$ cat src/hw/rtl/rational_arithmetic_unit_defines.svh
// assertion macros for the rational arithmetic unit
// no dependencies; included by the top level
`ifndef RATIONAL_ARITHMETIC_UNIT_DEFINES_SVH
`define RATIONAL_ARITHMETIC_UNIT_DEFINES_SVH

// implication checked in the same cycle
`define RAU_ASSERT_NOW(label, clk, rst, ante, cons, msg) \
   label: assert property (@(posedge clk) disable iff (rst) (ante) |-> (cons)) \
      else $error(msg);

// implication checked in the next cycle
`define RAU_ASSERT_NEXT(label, clk, rst, ante, cons, msg) \
   label: assert property (@(posedge clk) disable iff (rst) (ante) |=> (cons)) \
      else $error(msg);

`endif

$ cat src/hw/rtl/rau_pkg.sv
// shared types and constants of the rational arithmetic unit
// used by every module of the block; no dependencies
package rau_pkg;

   localparam int RAU_QUEUE_DEPTH = 2;

   typedef enum logic [3:0] {
      CMD_NORM     = 4'd0,
      CMD_ADD      = 4'd1,
      CMD_SUB      = 4'd2,
      CMD_MUL      = 4'd3,
      CMD_TRUEDIV  = 4'd4,
      CMD_FLOORDIV = 4'd5,
      CMD_MOD      = 4'd6,
      CMD_CMP      = 4'd7,
      CMD_NEG      = 4'd8,
      CMD_ABS      = 4'd9,
      CMD_POW      = 4'd10,
      CMD_TOINT    = 4'd11
   } cmd_type;

   localparam logic [1:0] CMP_EQ = 2'd0;
   localparam logic [1:0] CMP_LT = 2'd1;
   localparam logic [1:0] CMP_GT = 2'd2;

   typedef struct packed {
      logic need_x;
      logic x_is_prod;
      logic need_y;
      logic need_d;
      logic need_sdiv;
      logic floor_mode;
      logic from_a;
      logic is_mod;
      logic need_red;
      logic frac;
      logic is_cmp;
      logic is_neg;
      logic is_pow;
      logic is_int;
   } cls_type;

   typedef struct packed {
      cmd_type     cmd;
      cls_type     cls;
      logic [63:0] a_num;
      logic [63:0] a_den;
      logic [63:0] b_num;
      logic [63:0] b_den;
      logic [7:0]  pow_k;
      logic        pow_inv;
   } item_type;

   typedef struct packed {
      logic        start;
      logic [63:0] a;
      logic [63:0] b;
   } mul_req_type;

   typedef struct packed {
      logic        done;
      logic [63:0] p;
   } mul_rsp_type;

   typedef struct packed {
      logic        start;
      logic [63:0] dividend;
      logic [63:0] divisor;
   } div_req_type;

   typedef struct packed {
      logic        done;
      logic [63:0] quo;
      logic [63:0] rem;
   } div_rsp_type;

endpackage

$ cat src/hw/rtl/rau_queue.sv
// short request queue between front end and back end
// depends on rau_pkg
module rau_queue #(
   parameter int DEPTH = rau_pkg::RAU_QUEUE_DEPTH
) (
   input  logic              clock,
   input  logic              reset,
   input  logic              push,
   input  rau_pkg::item_type push_item,
   output logic              full,
   input  logic              pop,
   output logic              pop_valid,
   output rau_pkg::item_type pop_item
);
   import rau_pkg::*;

   localparam int AW = (DEPTH > 1) ? $clog2(DEPTH) : 1;
   localparam int CW = $clog2(DEPTH + 1);

   item_type          ent_ff [DEPTH];
   logic [AW-1:0]     wr_ff, wr_in, rd_ff, rd_in;
   logic [CW-1:0]     cnt_ff, cnt_in;

   assign full      = (cnt_ff == CW'(DEPTH));
   assign pop_valid = (cnt_ff != '0);
   assign pop_item  = ent_ff[rd_ff];

   always_comb begin
      wr_in  = wr_ff;
      rd_in  = rd_ff;
      cnt_in = cnt_ff;
      if (push) begin
         wr_in = (wr_ff == AW'(DEPTH - 1)) ? '0 : AW'(wr_ff + 1'b1);
      end
      if (pop) begin
         rd_in = (rd_ff == AW'(DEPTH - 1)) ? '0 : AW'(rd_ff + 1'b1);
      end
      unique case ({push, pop})
         2'b10:   cnt_in = CW'(cnt_ff + 1'b1);
         2'b01:   cnt_in = CW'(cnt_ff - 1'b1);
         default: cnt_in = cnt_ff;
      endcase
   end

   always_ff @(posedge clock) begin
      if (reset) begin
         wr_ff  <= '0;
         rd_ff  <= '0;
         cnt_ff <= '0;
      end else begin
         wr_ff  <= wr_in;
         rd_ff  <= rd_in;
         cnt_ff <= cnt_in;
      end
      if (push) begin
         ent_ff[wr_ff] <= push_item;
      end
   end

endmodule

$ cat config.mk
export PLATFORM = sky130hd
export DESIGN_NAME = rau_queue
export DESIGN_NICKNAME = d
export VERILOG_FILES = /design/src/hw/rtl/rational_arithmetic_unit_defines.svh /design/src/hw/rtl/rau_pkg.sv /design/src/hw/rtl/rau_queue.sv
export SDC_FILE = /design/constraint.sdc
export NUM_CORES = 1
export LEC_CHECK = 0
export ABC_AREA = 1
export BUFFER_PORTS_ARGS = -buffer_cell sky130_fd_sc_hd__clkbuf_2
export CAP_MARGIN = 15
export CORE_AREA = 2 2 222 224
export CTS_BUF_LIST = sky130_fd_sc_hd__clkbuf_4 sky130_fd_sc_hd__clkbuf_8 sky130_fd_sc_hd__clkbuf_16
export CTS_CLUSTER_DIAMETER = 150
export DETAILED_ROUTE_END_ITERATION = 12
export DIE_AREA = 0 0 224 226
export PLACE_DENSITY = 0.73
export SKIP_LAST_GASP = 1
export SYNTH_ARGS = -nofsm -noshare
export SYNTH_HDL_FRONTEND = slang
export SYNTH_SLANG_ARGS = --single-unit
$ cat constraint.sdc
create_clock -name clock -period 37.3 [get_ports clock]
set_clock_uncertainty 0.1 [all_clocks]
set_input_delay 7.46 -clock clock [delete_from_list [all_inputs] [get_ports clock]]
set_output_delay 7.46 -clock clock [all_outputs]
set_load 0.01 [all_outputs]
After elaboration in Yosys (flattened, before gate mapping):

Memory sizes are Yosys's and may differ from the RTL's. A register that Yosys moved wholly into a read port is not among the register bits.
Index checks and enable logic that the tools add are counted.

* ROM bits: 0
* memories: 1
* register bits after elaboration: 4
* RAM bits: 566
* bits in latches: 0

Memories
* ent_ff: words 2, bits a word 283, read ports 1, clocked after Yosys merged registers in 1, wr ports 1, RTL line rau_queue.sv:20 `item_type ent_ff [DEPTH];`

* divide/modulo/power cells: 0
* eq/ne operators: 3
* add/subtract/negate cells: 4
* $lt $le $gt $ge: 0
* multiplexer cells: 7
* shifts and indexed selects: 0
* bitwise operators: 0
* multipliers: 0
* reductions and logical operators: 2

Operator list (number)
* 2-to-1 mux 1 bit: 6
* == test 2 bit (second input constant): 2
* one-hot mux 2 bit (2 select lines): 1
* nonzero test 2 bit: 2
* adder 1 bit (second input constant): 2
* adder 2 x 1 -> 2 bit (second input constant): 1
* == test 2 x 1 -> 1 bit (second input constant): 1
* subtractor 2 x 1 -> 2 bit (second input constant): 1

Depth between registers and ports, before layout:

Gate-level depths: netlist (run 1).

* depth in word-level cells: 4
* depth in mapped cells: 7
* gate-level depth less buffers: 7

Least setup slack after synthesis (run 1):

Ideal clock, no wire load.

* path kind: input to register
* start: in push
* end: mem ent_ff[0][0] in the netlist's numbering (enable)
* stages: 2
* data required time: 36.259 ns
* arrival: 19.361 ns
* path slack: 16.898 ns
* cells stage by stage: inv_1 -> nor2_1

* cells in the longest elaborated chain, start to end: 2

Ends and longest elaborated chain
* start: declaration: RTL line rau_queue.sv:8 `input logic push,`
* 2-to-1 mux 1 bit: RTL line rau_queue.sv:55 `if (push) begin`
* 2-to-1 mux 1 bit (not written as such): RTL line rau_queue.sv:56 `ent_ff[wr_ff] <= push_item;`
* end: declaration: RTL line rau_queue.sv:20

No other way between the ends.

==> results of run 1 <==
## routing by layer
layer  global-route usage  part of all wire  vias to the layer above
met1               0.1927              0.36                     5368
met3              0.04905             0.076                       98
met2               0.2973              0.52                      439
met5                    0           0.00062                        -
met4              0.07892             0.036                        4
li1                     -                 -                     4857
## final cells by class
type | instances | area [um2] | area share
Clock inverter | 21 | 234.0 | 0.009011
Tap cell | 622 | 778.2 | 0.02997
Sequential cell | 571 | 17100 | 0.6586
Timing Repair Buffer | 579 | 2930 | 0.1129
Inverter | 7 | 33.78 | 0.001301
Multi-Input combinational cell | 304 | 3293 | 0.1268
Clock buffer | 76 | 1588 | 0.06115
Antenna cell | 3 | 7.507 | 0.0002891
## critical path, delay by kind of cell (launching register included)
family | cells | cell delay, ns
buffers and inverters | 3 | 1.85
muxes | 1 | 0.43
DFF | 1 | 0.77
## registers in the layout, indices dropped and copies added, names as in the netlist, named ones only
register and count:
rd_ff 1, ent_ff 566, cnt_ff 2, wr_ff 1
## through the flow
step	hold slack [ns]	total power, mW	cells	util
after floorplan	0.3764	0.8588	913	-
after global placement	0.3865	0.9083	2083	0.4993
after detailed placement	0.4091	0.9123	2083	0.4993
after CTS	0.4193	1.465	2180	0.5369
after global routing	0.4570	1.497	2182	0.5371
final	0.4147	1.448	2183	0.5371
## path summary, 6_finish.rpt
kind | end | slack [ns] | cells past startpoint
worst max-delay path | pop_item[85] | 25.92 | 4
worst min-delay path | cnt_ff[1] | 0.41 | 2
worst max register to register | ent_ff[0][114] | 34.02 | 3
worst min register to register | cnt_ff[1] | 0.41 | 2
## layout by cell type (no fill, tap or decap), types with 4 or more instances in the layout
cell	netlist	layout
sky130_fd_sc_hd__buf_4	0	7
sky130_fd_sc_hd__bufinv_16	0	5
sky130_fd_sc_hd__clkbuf_16	0	57
sky130_fd_sc_hd__clkbuf_2	0	571
sky130_fd_sc_hd__clkbuf_4	0	16
sky130_fd_sc_hd__clkinv_1	0	8
sky130_fd_sc_hd__clkinv_2	0	5
sky130_fd_sc_hd__dfxtp_1	5	4
sky130_fd_sc_hd__edfxtp_1	566	566
sky130_fd_sc_hd__inv_1	7	6
sky130_fd_sc_hd__mux2_2	283	283
sky130_fd_sc_hd__nand2_1	6	6
sky130_fd_sc_hd__nor2_1	9	8
## where the power goes
| group | total (mW) | leakage, nW | internal, mW | switching, mW |
|---|---|---|---|---|
| Sequential | 0.754 | 5.35 | 0.744 | 0.00990 |
| Combinational | 0.143 | 3.55 | 0.0644 | 0.0784 |
| Clock | 0.551 | 0.915 | 0.331 | 0.220 |
## kinds of logic after synthesis
family	Yosys count	share of synthesized area
buffers and inverters	38	0.01779
adder cells (fa/ha/maj)	1	0.0006029
XOR/XNOR	1	0.0004221
flip-flops	571	0.8239
multiplexers	283	0.1536
AO/OA/AOI/OAI	2	0.0004819
AND/OR/NAND/NOR	17	0.003256
==> metrics.txt, run 1 <==
# TYPE chip_impl_metric gauge
chip_impl_metric{name="residual_antenna_violating_net_count_after_detailed_routing",unit=""} 0
chip_impl_metric{name="detail_route.wl_per_cell",unit="um"} 20.83
chip_impl_info{name="outcome",value="completed"} 1
chip_impl_metric{name="cts.hold.buffers_added",unit=""} 0
chip_impl_metric{name="detail_route.vias_per_cell",unit=""} 4.932
chip_impl_metric{name="cts.htree.levels",unit=""} 2
chip_impl_info{name="synthTopCellsByCount",value="sky130_fd_sc_hd__edfxtp_1 (566), sky130_fd_sc_hd__mux2_2 (283), sky130_fd_sc_hd__buf_6 (30), sky130_fd_sc_hd__nor2_1 (9), sky130_fd_sc_hd__inv_1 (7)"} 1
chip_impl_metric{name="area.growth.synth_to_final",unit="%"} 25.13
chip_impl_metric{name="gr-total-overflow",unit=""} 0
chip_impl_metric{name="timing.setup.tns",unit="ns"} 0
chip_impl_metric{name="critPathMaxFanout",unit=""} 79
chip_impl_metric{name="power_leakage",unit="nW"} 9.823
chip_impl_metric{name="timing.final.crit_share",unit=""} 0.3051
chip_impl_metric{name="io_buffer_count",unit=""} 571
chip_impl_metric{name="synth_fp_nets",unit=""} 1201
chip_impl_metric{name="finalHoldViolCount",unit=""} 0
chip_impl_metric{name="maxSlewViolCount",unit=""} 0
chip_impl_metric{name="slew_headroom",unit=""} 0.2218
chip_impl_info{name="worst_setup_path_end_kind",value="output pin"} 1
chip_impl_info{name="synth_area_leader_cell",value="sky130_fd_sc_hd__edfxtp_1"} 1
chip_impl_info{name="yosysMostFrequentCell",value="sky130_fd_sc_hd__edfxtp_1"} 1
chip_impl_metric{name="routed-via-count",unit=""} 10770
chip_impl_info{name="worst_path_most_repeated_cell",value="sky130_fd_sc_hd__buf_4"} 1
chip_impl_metric{name="cts_max_path_buffers",unit=""} 3
chip_impl_info{name="synth.area.top_cells",value="sky130_fd_sc_hd__edfxtp_1 (82%), sky130_fd_sc_hd__mux2_2 (15%), sky130_fd_sc_hd__buf_6 (1.6%)"} 1
chip_impl_metric{name="starting_density_of_the_core",unit=""} 0.4293
chip_impl_metric{name="cell_area_reported_after_detailed_placement",unit="mm2"} 0.02414
chip_impl_metric{name="die-height",unit="um"} 226
chip_impl_metric{name="post_layout_net_count",unit=""} 1806
chip_impl_metric{name="number_of_enable_type_register_cells_in_the_synthesized_netlist",unit=""} 566
chip_impl_metric{name="avgSynthCellArea",unit="um2"} 22.73
chip_impl_metric{name="power_density",unit="mW/mm2"} 55.76
chip_impl_metric{name="ys_ff_latch",unit=""} 571
chip_impl_info{name="hold_path_class",value="flip-flop to flip-flop"} 1
chip_impl_metric{name="post-cts-setup-buffers",unit=""} 0
chip_impl_metric{name="antenna_found_initial",unit=""} 5
chip_impl_info{name="worstSetupPathType",value="flip-flop to output pin"} 1
chip_impl_metric{name="synth-seq-area-share",unit=""} 0.8239
chip_impl_metric{name="synth_largest_type_area_fraction",unit=""} 0.8191
chip_impl_metric{name="final.min_clock_period",unit="ns"} 11.38
chip_impl_info{name="worstPathCellList",value="buf_4, buf_4, mux2_2, clkbuf_2"} 1
chip_impl_metric{name="count_of_synthesis_stage_warnings_from_yosys",unit=""} 0
chip_impl_metric{name="synthesis.area",unit="mm2"} 0.02075
chip_impl_metric{name="fillers",unit=""} 3751
chip_impl_metric{name="clock_latency",unit="ns"} 0.57
chip_impl_metric{name="cts.reportedPaths.clkPinSlew",unit="ns"} 0.06
chip_impl_metric{name="synth_async_sr_flop_share",unit=""} 0
chip_impl_info{name="dominantRegCellSynth",value="sky130_fd_sc_hd__edfxtp_1"} 1
chip_impl_metric{name="drt-total-wl",unit="um"} 45470
chip_impl_metric{name="residual_drc_count",unit=""} 0
chip_impl_metric{name="std_cell_rows",unit=""} 81
chip_impl_metric{name="grt_start_max_net_pins",unit=""} 156
chip_impl_metric{name="place_ws",unit="ns"} 26.49
chip_impl_info{name="cp_launch_type",value="flip-flop"} 1
chip_impl_metric{name="timing_worst_slew_pin_value",unit="ns"} 1.167
chip_impl_metric{name="crit_path_max_incr_delay",unit="ns"} 0.89
chip_impl_metric{name="synthesis.instances",unit=""} 913
chip_impl_metric{name="first_pass_iters",unit=""} 4
chip_impl_metric{name="setup_viol_count_final",unit=""} 0
chip_impl_metric{name="place_hpwl",unit="um"} 31410
chip_impl_info{name="rsz0062_at_grt",value="false"} 1
chip_impl_metric{name="grt_pass1_vias",unit=""} 10970
chip_impl_metric{name="final_critical_path_setup_slack",unit="ns"} 25.92
chip_impl_metric{name="drt_first_iter_violations",unit=""} 640
chip_impl_metric{name="ys_types",unit=""} 14
chip_impl_metric{name="worstPathArrival",unit="ns"} 3.82
chip_impl_metric{name="clock.fmax",unit="MHz"} 87.86
chip_impl_metric{name="core-area",unit="mm2"} 0.04834
chip_impl_info{name="min_from",value="cnt_ff[1]"} 1
chip_impl_metric{name="floorplan.io_pins",unit=""} 572
chip_impl_metric{name="power.ir.vdd_worst",unit="V"} 0.00004069
chip_impl_metric{name="dieArea",unit="mm2"} 0.05062
chip_impl_info{name="slowest_library_cell_on_the_worst_path",value="sky130_fd_sc_hd__buf_4"} 1
chip_impl_metric{name="cts_sinks",unit=""} 571
chip_impl_info{name="tritoncts",value="built"} 1
chip_impl_info{name="clock-root-buffer",value="sky130_fd_sc_hd__clkbuf_16"} 1
chip_impl_metric{name="timing.critical_path.required",unit="ns"} 29.74
chip_impl_metric{name="numCtsBuffers",unit=""} 55
chip_impl_metric{name="wire_length_of_the_first_global_routing_pass",unit="um"} 64380
chip_impl_metric{name="postCtsResizedCells",unit=""} 0
chip_impl_metric{name="grtUsageTotal",unit=""} 0.1700
chip_impl_metric{name="maxCapViolCount",unit=""} 0
chip_impl_metric{name="stdcell_area",unit="mm2"} 0.02596
chip_impl_metric{name="drive_above_1_share",unit=""} 0.6123
chip_impl_info{name="critical_path.reg2reg.startpoint",value="wr_ff"} 1
chip_impl_metric{name="place.gp.congestion",unit=""} 0.8817
chip_impl_metric{name="chipWidth",unit="um"} 224
(Power assumes the default switching activity.)
==> inputs of run 2 (changes only) <==
--- a/config.mk
+++ b/config.mk
@@ -8,12 +8,12 @@
 export ABC_AREA = 1
 export BUFFER_PORTS_ARGS = -buffer_cell sky130_fd_sc_hd__clkbuf_2
 export CAP_MARGIN = 15
-export CORE_AREA = 2 2 222 224
+export CORE_AREA = 2 2 220 222
 export CTS_BUF_LIST = sky130_fd_sc_hd__clkbuf_4 sky130_fd_sc_hd__clkbuf_8 sky130_fd_sc_hd__clkbuf_16
 export CTS_CLUSTER_DIAMETER = 150
 export DETAILED_ROUTE_END_ITERATION = 12
-export DIE_AREA = 0 0 224 226
-export PLACE_DENSITY = 0.73
+export DIE_AREA = 0 0 222 224
+export PLACE_DENSITY = 0.76
 export SKIP_LAST_GASP = 1
 export SYNTH_ARGS = -nofsm -noshare
 export SYNTH_HDL_FRONTEND = slang
==> constraint.sdc (replaced) <==
create_clock -name clock -period 9.7 [get_ports clock]
set_clock_uncertainty 0.1 [all_clocks]
set_input_delay 1.94 -clock clock [delete_from_list [all_inputs] [get_ports clock]]
set_output_delay 1.94 -clock clock [all_outputs]
set_load 0.01 [all_outputs]
==> metrics.txt, run 2 (synthesis gave the netlist of run 1 again) <==
# TYPE chip_impl_metric gauge
chip_impl_metric{name="worst_hold_slack",unit="ns"} 0.4204
chip_impl_metric{name="final.min_clock_period",unit="ns"} 5.028
chip_impl_metric{name="place.gp.congestion",unit=""} 0.8072
chip_impl_metric{name="crit_path_max_incr_delay",unit="ns"} 0.86
chip_impl_metric{name="drt_first_iter_violations",unit=""} 595
chip_impl_metric{name="detail_route.wl_per_cell",unit="um"} 20.06
chip_impl_metric{name="finalHoldViolCount",unit=""} 0
chip_impl_metric{name="grtUsageTotal",unit=""} 0.1704
chip_impl_metric{name="post_layout_net_count",unit=""} 1804
chip_impl_metric{name="timing.setup.tns",unit="ns"} 0
chip_impl_metric{name="first_pass_iters",unit=""} 4
chip_impl_metric{name="cts_max_path_buffers",unit=""} 3
chip_impl_metric{name="timing_worst_slew_pin_value",unit="ns"} 1.159
chip_impl_metric{name="cts.hold.buffers_added",unit=""} 0
chip_impl_metric{name="place_hpwl",unit="um"} 29650
chip_impl_metric{name="area.growth.synth_to_final",unit="%"} 25.04
chip_impl_metric{name="routed-via-count",unit=""} 10720
chip_impl_metric{name="worstPathArrival",unit="ns"} 2.99
chip_impl_metric{name="core-area",unit="mm2"} 0.04735
chip_impl_metric{name="cp_num_buf_inv",unit=""} 2
chip_impl_metric{name="number_of_flip_flops_in_the_largest_register",unit=""} 566
chip_impl_metric{name="antenna_cells",unit=""} 0
chip_impl_metric{name="floorplan.io_pins",unit=""} 572
chip_impl_metric{name="gr-total-overflow",unit=""} 0
chip_impl_metric{name="total_power_draw",unit="mW"} 5.549
chip_impl_metric{name="cts.htree.levels",unit=""} 2
chip_impl_info{name="critical_path.top_delay_family",value="buffers and inverters"} 1
chip_impl_info{name="regMostFlops",value="ent_ff"} 1
chip_impl_metric{name="die-height",unit="um"} 224
chip_impl_metric{name="cts.reportedPaths.clkPinSlew",unit="ns"} 0.06
chip_impl_info{name="worstPathCellList",value="buf_4, mux2_2, clkbuf_2"} 1
chip_impl_metric{name="worst-path-stages",unit=""} 3
chip_impl_info{name="commonest_cells_after_routing_fill_and_taps_aside",value="sky130_fd_sc_hd__clkbuf_2 (571), sky130_fd_sc_hd__edfxtp_1 (566), sky130_fd_sc_hd__mux2_2 (283)"} 1
chip_impl_metric{name="clock_latency",unit="ns"} 0.58
chip_impl_metric{name="min_delay_path_depth",unit=""} 2
chip_impl_metric{name="grt_start_max_net_pins",unit=""} 169
chip_impl_metric{name="residual_drc_count",unit=""} 0
chip_impl_info{name="tritoncts",value="built"} 1
chip_impl_metric{name="postCtsResizedCells",unit=""} 0
chip_impl_metric{name="slew_headroom",unit=""} 0.2271
chip_impl_metric{name="detail_route.vias_per_cell",unit=""} 4.928
chip_impl_metric{name="regArea",unit="mm2"} 0.01710
chip_impl_metric{name="wire_length_of_the_first_global_routing_pass",unit="um"} 64830
chip_impl_metric{name="numCtsBuffers",unit=""} 55
chip_impl_metric{name="starting_density_of_the_core",unit=""} 0.4383
chip_impl_metric{name="critPathMaxFanout",unit=""} 81
chip_impl_metric{name="residual_antenna_violating_net_count_after_detailed_routing",unit=""} 0
chip_impl_metric{name="dieArea",unit="mm2"} 0.04973
chip_impl_metric{name="timing.critical_path.required",unit="ns"} 7.66
chip_impl_metric{name="maxSlewViolCount",unit=""} 0
chip_impl_metric{name="setup_viol_count_final",unit=""} 0
chip_impl_metric{name="cts_sinks",unit=""} 571
chip_impl_info{name="hold_path_class",value="flip-flop to flip-flop"} 1
chip_impl_metric{name="grt_pass1_vias",unit=""} 11200
chip_impl_metric{name="drt-total-wl",unit="um"} 43660
chip_impl_metric{name="chipWidth",unit="um"} 222
chip_impl_metric{name="io_buffer_count",unit=""} 571
chip_impl_metric{name="maxCapViolCount",unit=""} 0
chip_impl_metric{name="power_leakage",unit="nW"} 9.817
chip_impl_metric{name="timing.final.crit_share",unit=""} 0.5183
chip_impl_info{name="rsz0062_at_grt",value="false"} 1
chip_impl_metric{name="post-cts-setup-buffers",unit=""} 0
chip_impl_metric{name="power_density",unit="mW/mm2"} 213.8
chip_impl_metric{name="worstRegToRegCells",unit=""} 3
chip_impl_metric{name="fillers",unit=""} 3625
chip_impl_info{name="layout.cells.most_common",value="sky130_fd_sc_hd__clkbuf_2"} 1
chip_impl_metric{name="multi_input_comb_area",unit="mm2"} 0.003293
chip_impl_info{name="worstSetupPathType",value="flip-flop to output pin"} 1
chip_impl_info{name="cp_launch_type",value="flip-flop"} 1
chip_impl_metric{name="antenna_found_initial",unit=""} 0
chip_impl_info{name="slowest_library_cell_on_the_worst_path",value="sky130_fd_sc_hd__buf_4"} 1
chip_impl_info{name="largest_regs",value="ent_ff (566), cnt_ff (2)"} 1
chip_impl_metric{name="std_cell_rows",unit=""} 80
chip_impl_info{name="outcome",value="completed"} 1
chip_impl_metric{name="clock.fmax",unit="MHz"} 198.9
chip_impl_info{name="clock-root-buffer",value="sky130_fd_sc_hd__clkbuf_16"} 1
chip_impl_info{name="worst_setup_path_end_kind",value="output pin"} 1
chip_impl_metric{name="drive_above_1_share",unit=""} 0.6105
chip_impl_metric{name="power.ir.vdd_worst",unit="V"} 0.0001856
## run 2: cell count changes in the layout (fill, tap and decap cells not counted)
cell	before	now
sky130_fd_sc_hd__clkinv_2	5	10
sky130_fd_sc_hd__buf_4	7	3
sky130_fd_sc_hd__clkinv_1	8	12
sky130_fd_sc_hd__clkbuf_8	3	0
sky130_fd_sc_hd__diode_2	3	0
sky130_fd_sc_hd__buf_12	1	3
sky130_fd_sc_hd__clkinv_4	2	0
sky130_fd_sc_hd__clkinvlp_4	0	1
## run 2: path summary, 6_finish.rpt
path | to | startpoint | slack (ns)
max | pop_item[23] | flip-flop | 4.67
min | flip-flop | rd_ff | 0.42
max reg2reg | ent_ff[0][159] | wr_ff | 6.95
min reg2reg | flip-flop | rd_ff | 0.42
## run 2: report_power, final
part	switching, mW	internal, mW
Clock	0.849	1.25
Sequential	0.0386	2.86
Combinational	0.298	0.248
Total	1.19	4.36
## run 2: routing by layer
layer,up-vias,GRT usage,share of wire
met5,-,0,0
met4,0,0.05427,0.024
li1,4846,-,-
met1,5344,0.2004,0.38
met2,468,0.2994,0.52
met3,65,0.05273,0.077
## run 2: area by class of cell
cell class | count | area share
Sequential cell | 571 | 0.6590
Multi-Input combinational cell | 304 | 0.1269
Timing Repair Buffer | 577 | 0.1133
Clock buffer | 73 | 0.05960
Tap cell | 615 | 0.02966
Clock inverter | 29 | 0.01017
Inverter | 7 | 0.001302
## run 2: through the flow
| stage | cell area [um2] | std cells | utilization | setup slack [ns] |
|---|---|---|---|---|
| after floorplan | 20760 | 913 | - | 1.500 |
| after global placement | 24140 | 2074 | 0.5098 | 5.302 |
| after detailed placement | 24140 | 2074 | 0.5098 | 5.198 |
| after CTS | 25950 | 2176 | 0.5480 | 4.637 |
| after global routing | 25950 | 2176 | 0.5480 | 4.488 |
| final | 25950 | 2176 | 0.5480 | 4.672 |
## run 2: tightest hold or removal path: cells and delay by family (launching register included)
| kind | cells | cell delay [ns] |
|---|---|---|
| AND/OR/NAND/NOR | 1 | 0.08 |
| XOR/XNOR | 1 | 0.08 |
| flip-flops | 1 | 0.33 |
